==> src/rtl/psf_pkg.sv <==
package psf_pkg;

  localparam int COORD_W = 32;
  localparam int ACC_W   = 48;
  localparam int WGT_W   = 16;
  localparam int STEP_W  = 6;
  localparam int MAX_STEPS = 32;

  localparam logic [3:0] FUNC_LAST_LINE  = 4'd7;
  localparam logic [3:0] FUNC_LAST_CURVE = 4'd11;
  localparam logic [3:0] FUNC_LAST_HORIZ = 4'd5;
  localparam logic [3:0] FUNC_LAST_PLAIN = 4'd3;
  localparam logic [3:0] FUNC_LAST_CUBIC = 4'd9;

  typedef enum logic [1:0] {
    TERM_P0 = 2'd0,
    TERM_P1 = 2'd1,
    TERM_P2 = 2'd2,
    TERM_P3 = 2'd3
  } term_t;

  typedef enum logic [3:0] {
    ST_IDLE,
    ST_LINE,
    ST_CLR,
    ST_WGT,
    ST_MUL,
    ST_ACC,
    ST_DIV,
    ST_DWAIT,
    ST_EMIT
  } state_t;

  typedef struct packed {
    logic load;
    logic acc_clr;
    logic wgt_ld;
    logic mul;
    logic acc_add;
    logic div_start;
    logic emit_line;
    logic emit_pt;
  } cmd_t;

  typedef struct packed {
    logic is_line;
    logic is_curve;
    logic out_free;
    logic div_done;
    logic term_last;
    logic pt_last;
  } sts_t;

  function automatic logic signed [COORD_W-1:0] sat_add(
    input logic signed [COORD_W-1:0] a,
    input logic signed [COORD_W-1:0] b
  );
    logic signed [COORD_W:0] sum;
    sum = {a[COORD_W-1], a} + {b[COORD_W-1], b};
    if (sum[COORD_W] != sum[COORD_W-1]) begin
      return sum[COORD_W] ? {1'b1, {(COORD_W-1){1'b0}}} : {1'b0, {(COORD_W-1){1'b1}}};
    end
    return sum[COORD_W-1:0];
  endfunction

  function automatic logic [STEP_W-1:0] clamp_steps(input logic [STEP_W-1:0] r);
    if (r == '0) begin
      return STEP_W'(1);
    end
    if (r > STEP_W'(MAX_STEPS)) begin
      return STEP_W'(MAX_STEPS);
    end
    return r;
  endfunction

  function automatic logic [WGT_W-1:0] weight(
    input logic              cubic,
    input term_t             j,
    input logic [STEP_W-1:0] s,
    input logic [STEP_W-1:0] k
  );
    logic [17:0] ss;
    logic [17:0] kk;
    logic [17:0] w;
    ss = 18'(s) * 18'(s);
    kk = 18'(k) * 18'(k);
    w = '0;
    if (cubic) begin
      unique case (j)
        TERM_P0: w = ss * 18'(s);
        TERM_P1: w = 18'(3) * ss * 18'(k);
        TERM_P2: w = 18'(3) * kk * 18'(s);
        TERM_P3: w = kk * 18'(k);
        default: w = '0;
      endcase
    end else begin
      unique case (j)
        TERM_P0: w = ss;
        TERM_P1: w = 18'(2) * 18'(s) * 18'(k);
        TERM_P2: w = kk;
        TERM_P3: w = '0;
        default: w = '0;
      endcase
    end
    return w[WGT_W-1:0];
  endfunction

endpackage

==> src/rtl/psf_ctrl.sv <==
module psf_ctrl
  import psf_pkg::*;
(
  input  logic clk,
  input  logic rst,
  input  logic in_valid,
  output logic in_stall,
  input  sts_t sts,
  output cmd_t cmd
);

  state_t state;
  state_t state_next;

  always_ff @(posedge clk) begin
    if (rst) begin
      state <= ST_IDLE;
    end else begin
      state <= state_next;
    end
  end

  always_comb begin
    state_next = state;
    cmd        = '0;
    in_stall   = 1'b1;
    unique case (state)
      ST_IDLE: begin
        in_stall = 1'b0;
        if (in_valid) begin
          cmd.load = 1'b1;
          if (sts.is_line) begin
            state_next = ST_LINE;
          end else if (sts.is_curve) begin
            state_next = ST_CLR;
          end
        end
      end
      ST_LINE: begin
        if (sts.out_free) begin
          cmd.emit_line = 1'b1;
          state_next = ST_IDLE;
        end
      end
      ST_CLR: begin
        cmd.acc_clr = 1'b1;
        state_next = ST_WGT;
      end
      ST_WGT: begin
        cmd.wgt_ld = 1'b1;
        state_next = ST_MUL;
      end
      ST_MUL: begin
        cmd.mul = 1'b1;
        state_next = ST_ACC;
      end
      ST_ACC: begin
        cmd.acc_add = 1'b1;
        state_next = sts.term_last ? ST_DIV : ST_WGT;
      end
      ST_DIV: begin
        cmd.div_start = 1'b1;
        state_next = ST_DWAIT;
      end
      ST_DWAIT: begin
        if (sts.div_done) begin
          state_next = ST_EMIT;
        end
      end
      ST_EMIT: begin
        if (sts.out_free) begin
          cmd.emit_pt = 1'b1;
          state_next = sts.pt_last ? ST_IDLE : ST_CLR;
        end
      end
      default: state_next = ST_IDLE;
    endcase
  end

endmodule

==> config.mk <==
export PLATFORM = sky130hd
export DESIGN_NAME = psf_ctrl
export DESIGN_NICKNAME = d
export VERILOG_FILES = /design/src/rtl/psf_pkg.sv /design/src/rtl/psf_ctrl.sv
export SDC_FILE = /design/constraint.sdc
export NUM_CORES = 1
export LEC_CHECK = 0
export ABC_AREA = 1
export BUFFER_PORTS_ARGS = -buffer_cell sky130_fd_sc_hd__buf_4
export CAP_MARGIN = 20
export CORE_AREA = 10 10 47 49
export DETAILED_ROUTE_END_ITERATION = 16
export DIE_AREA = 0 0 57 59
export GPL_TIMING_DRIVEN = 0
export HOLD_SLACK_MARGIN = 0.15
export SLEW_MARGIN = 10
export SYNTH_ARGS = -nofsm -noshare
export SYNTH_HDL_FRONTEND = slang
export SYNTH_SLANG_ARGS = --single-unit
==> constraint.sdc <==
create_clock -name clk -period 1.5 [get_ports clk]
set_input_delay 0.15 -clock clk [delete_from_list [all_inputs] [get_ports clk]]
set_output_delay 0.15 -clock clk [all_outputs]
set_load 0.05 [all_outputs]
==> results of run 1 <==
[metrics by stage]
| step | util | hold WS, ps | power (mW) | worst slack [ps] | instances |
|---|---|---|---|---|---|
| final | 0.387 | 186 | 1.11 | 125 | 103 |
| after global routing | 0.387 | 220 | 1.23 | 4.14 | 103 |
| after CTS | 0.378 | 177 | 1.11 | 60.3 | 103 |
| after detailed placement | 0.362 | 429 | 0.965 | 273 | 100 |
| after global placement | 0.362 | 434 | 0.958 | 262 | 100 |
| after floorplan | - | 327 | 0.777 | 38.5 | 67 |
[cells in the final DEF, fill, tap and decap left out]
master    netlist  routed
dfxtp_2         0       2
nand2_1        18      18
o21ai_2         1       1
nand4_1         1       1
nor2_2          5       3
nand2_2         1       1
a21oi_2         1       1
clkbuf_4        0       3
buf_4           0      17
nor2_4          0       3
nor2_1         17      16
dfxtp_1         4       2
inv_2           3       3
inv_1          10      10
nand3_1         6       6
[critical path, cell delays in order (launching register included)]
cell     delay [ps]
dfxtp_2         390
inv_2            60
nor2_2          150
nand2_1         120
inv_1            90
buf_4           190
[cell type report]
type                    instances  area (sq um)
well taps                      16          20.0
inverters                      13          48.8
repair buffers                 17           128
multi-input cells              50           240
flip-flops and latches          4          82.6
clock buffers                   3          22.5
fillers                       164           860
[logic make-up (layout without fill, tap and decap cells)]
kind of cell | count (synthesis) | after routing | synth area share
and+or+nand+nor | 48 | 48 | 0.584
buffers and inverters | 13 | 33 | 0.139
DFF | 4 | 4 | 0.228
AOI/OAI and AO/OA | 2 | 2 | 0.0498
[metal layers]
| metal | part of all wire | global-route usage |
|---|---|---|
| met4 | 0 | 0.0201 |
| met2 | 0.48 | 0.101 |
| met3 | 0.092 | 0.0472 |
| met5 | 0 | 0 |
| met1 | 0.43 | 0.0616 |
[final timing paths]
path              startpoint  slack [ps]  cells after the start  endpoint
hold / removal           rst         190                      4  state[2]
setup reg to reg    state[3]         230                      7  state[0]
setup / recovery    state[2]         120                      5    cmd[3]
hold reg to reg     state[2]         550                      2  state[1]
[cells in the mapped netlist (all sizes together)]
library cell  count
nor2             22
nand4             1
o21ai             1
dfxtp             4
inv              13
nand3             6
a21oi             1
nand2            19
[power groups by stage]
stage          clock, mW  sequential [mW]  combinational, mW
2_1_floorplan          0            0.189              0.587
3_3_place_gp           0            0.200              0.758
3_5_place_dp           0            0.201              0.765
4_1_cts            0.141            0.199              0.766
5_1_grt            0.155            0.225              0.847
6_report           0.133            0.215              0.765
==> results.py, run 1 <==
metrics = {
    "status": {
        "status": "finished, final reports clean",
    },
    "cells_and_area": {
        "largest_reg_flops": 4,
        "antenna_cells": 0,
        "nets": 98,
        "syn_to_final_growth_pct": 54.1,
        "top_register": "state",
        "largestRegisters": "state: 4 flops",
        "drive_gt1_frac": 0.391,
        "stdcell_area_sq_um": 542,
    },
    "timing": {
        "max_freq_mhz": 727,
        "max-slew-margin-rel": 0.831,
        "worst_pin_slew_ps": 253,
        "fin_crit_sh": 0.917,
        "hold_viol_final": 0,
        "setup_tns_ps": 0,
        "rsz0062_at_grt": "false",
        "finalClockSkew_ps": 1.91,
        "fin_crit_ps": 1380,
        "finalSetupViolations": 0,
        "slew_viol_final": 0,
    },
    "routing": {
        "dr.pass1.iters": 4,
        "via_per_inst": 4.14,
        "drt_iter0_drc": 9,
        "vias": 426,
        "drc": 0,
        "wl_per_cell_um": 9.40,
        "wl_um": 968,
        "drtAntennaViolNets": 0,
    },
    "yosys": {
        "ys_types": 11,
        "ys_top_cells_by_area": "dfxtp_1, nand2_1, nor2_1",
        "syn_avg_cell_area_sq_um": 5.25,
        "synth_seq_cells": 4,
        "synth_top_area_frac": 0.228,
        "synthesis.area_sq_um": 352,
        "yosysWarnings": 0,
        "yosys.area.top_type": "dfxtp_1",
        "ys_seq_area_frac": 0.228,
        "syn_nets": 76,
        "synthCells": 67,
    },
    "die": {
        "chipWidth_um": 57,
        "die_h_um": 59,
        "ios": 18,
        "coreArea_sq_mm": 0.00140,
        "start_util": 0.251,
        "rows": 14,
        "die-area_sq_mm": 0.00336,
    },
    "place": {
        "dpl.hpwl_um": 825,
        "place_area_sq_um": 507,
        "io_buffers": 17,
        "gp_congestion": 0.776,
    },
    "critical_path": {
        "required_ps": 1350,
        "worstSetupStartpointType": "flip-flop",
        "path_max_fanout": 5,
        "critPathCaptureType": "primary output",
        "worstSetupPathType": "reg2out",
        "worstPathArrival_ps": 1230,
    },
    "clocking": {
        "h-tree-depth": 1,
        "clk_pin_slew_worst_paths_ps": 40,
        "post_cts_resize_count": 0,
        "cts_tree": "built",
        "clock_path_buffers": 2,
        "worstSkewPairLatency_ps": 230,
        "cts_made_buffers": 3,
        "cts_hold_buf": 0,
        "clock-sinks": 4,
        "cts_root_buf": "clkbuf_4",
        "cts_setup_buffers": 0,
    },
    "pwr": {
        "peakVddDrop_mv": 0.693,
        "switchingPower_uw": 631,
        "p_per_area_mw_per_mm2": 2050,
        "seqPwrFrac": 0.193,
        "internal-power_uw": 482,
        "combPwrFrac": 0.687,
        "p_sw_frac": 0.567,
        "clkPwrFrac": 0.119,
        "leakage_nw": 0.324,
    },
    "job": {
        "cap_viol_max_count": 0,
    },
    "min_path": {
        "hp-class": "in2reg",
    },
    "global_routing": {
        "grt_overflow": 0,
        "grtUsageTotal": 0.0626,
        "grt_pass1_vias": 422,
        "grt_pass1_wl_um": 1670,
        "antenna_found_initial": 0,
        "grt_max_degree": 7,
    },
}
(Power assumes the default switching activity.)
==> run 2, diff against run 1 <==
==> constraint.sdc (replaced) <==
create_clock -name clk -period 1.72 [get_ports clk]
set_input_delay 0.172 -clock clk [delete_from_list [all_inputs] [get_ports clk]]
set_output_delay 0.172 -clock clk [all_outputs]
set_load 0.05 [all_outputs]
==> results.py, run 2 (synthesized netlist as in run 1, its figures left out) <==
metrics = {
    "status": {
        "status": "finished, final reports clean",
    },
    "timing": {
        "setup_tns_ps": 0,
        "finalSetupViolations": 0,
        "worst_pin_slew_ps": 243,
        "max-slew-margin-rel": 0.838,
        "hold_viol_final": 0,
        "rsz0062_at_grt": "false",
        "fin_crit_sh": 0.834,
        "max_freq_mhz": 698,
        "slew_viol_final": 0,
        "fin_crit_ps": 1430,
        "finalClockSkew_ps": 0.973,
    },
    "clocking": {
        "worstSkewPairLatency_ps": 230,
        "cts_setup_buffers": 0,
        "cts_root_buf": "clkbuf_4",
        "clock-sinks": 4,
        "cts_made_buffers": 3,
        "cts_hold_buf": 0,
        "cts_tree": "built",
        "post_cts_resize_count": 0,
        "clock_path_buffers": 2,
        "clk_pin_slew_worst_paths_ps": 40,
        "h-tree-depth": 1,
    },
    "pwr": {
        "leakage_nw": 0.319,
        "peakVddDrop_mv": 0.530,
        "p_per_area_mw_per_mm2": 1780,
    },
    "cells_and_area": {
        "final_common_cell": "nand2_1",
        "regArea_sq_um": 80.1,
        "stdcell_area_sq_um": 524,
        "top_register": "state",
        "fillers": 170,
        "drive_gt1_frac": 0.368,
        "largestRegisters": "state: 4 flops",
        "nets": 98,
        "final_cell_mix": "nand2_1, buf_4, nor2_1",
        "multiInputGateArea_sq_um": 225,
        "syn_to_final_growth_pct": 49.1,
        "antenna_cells": 0,
        "largest_reg_flops": 4,
    },
    "routing": {
        "via_per_inst": 4.11,
        "dr.pass1.iters": 4,
        "drc": 0,
        "drtAntennaViolNets": 0,
        "drt_iter0_drc": 12,
        "wl_per_cell_um": 8.91,
        "wl_um": 918,
        "vias": 423,
    },
    "place": {
        "dpl.hpwl_um": 803,
        "io_buffers": 17,
        "gp_congestion": 0.781,
        "place_area_sq_um": 502,
    },
    "global_routing": {
        "grt_pass1_wl_um": 1580,
        "grt_overflow": 0,
        "grtUsageTotal": 0.0595,
        "grt_max_degree": 7,
        "antenna_found_initial": 0,
        "grt_pass1_vias": 397,
    },
    "critical_path": {
        "worstSetupPathType": "reg2out",
        "critPathCaptureType": "primary output",
        "crit_chain": "inv_2 -> nor2_2 -> nand2_1 -> inv_1 -> buf_4",
        "required_ps": 1550,
        "worstPathArrival_ps": 1260,
        "worstSetupStartpointType": "flip-flop",
        "critPathSlowestCell": "dfxtp_1",
        "max_stage_delay_ps": 410,
        "path_max_fanout": 5,
    },
    "die": {
        "die-area_sq_mm": 0.00336,
        "start_util": 0.251,
        "rows": 14,
        "chipWidth_um": 57,
        "coreArea_sq_mm": 0.00140,
        "ios": 18,
        "die_h_um": 59,
    },
    "job": {
        "cap_viol_max_count": 0,
    },
    "min_path": {
        "hp-class": "in2reg",
    },
}
run 2: cell counts in the layout (fill, tap and decap cells not counted):
No cell type changed its count.
run 2: worst paths after layout:
check                           startpoint        to  slack [ps]  cells past startpoint
worst max-delay path              state[2]    cmd[3]         290                      5
worst min-delay path                   rst  state[3]         220                      4
worst max register to register    state[3]  state[0]         470                      7
worst min register to register    state[2]  state[1]         550                      2
run 2: through the flow:
step | util | total power [mW] | hold WS (ps) | std cells | worst slack, ps
final | 0.374 | 0.931 | 217 | 103 | 286
after CTS | 0.374 | 0.946 | 210 | 103 | 264
after detailed placement | 0.358 | 0.825 | 456 | 100 | 481
after global routing | 0.374 | 1.03 | 224 | 103 | 123
after global placement | 0.358 | 0.825 | 455 | 100 | 480
after floorplan | - | 0.667 | 349 | 67 | 111
run 2: area by class of cell:
cell class	instances	area share
inverter	13	0.0931
sequential	4	0.153
multi-input combinational	50	0.430
tap	16	0.0382
clock buffer	3	0.0430
timing repair buffer	17	0.243
run 2: power breakdown:
part	leakage, nW	switching, mW	internal [mW]
registers	0.0329	0.0481	0.126
clock network	0.0138	0.0357	0.0779
logic	0.272	0.443	0.201
run 2: per-layer routing:
metal	vias to the layer above	GRT usage	share of wire	wire length, um
met5	-	0	0	0
met4	0	0.0201	0	0
met3	0	0.0365	0.069	63
met2	13	0.0977	0.46	422
met1	171	0.0614	0.47	431
li1	239	-	-	-
run 2: critical path: cells and delay by family, from the launching register on:
family                 cells  cell delay (ps)
buffers and inverters      3              330
flip-flops                 1              410
AND/OR/NAND/NOR            2              270
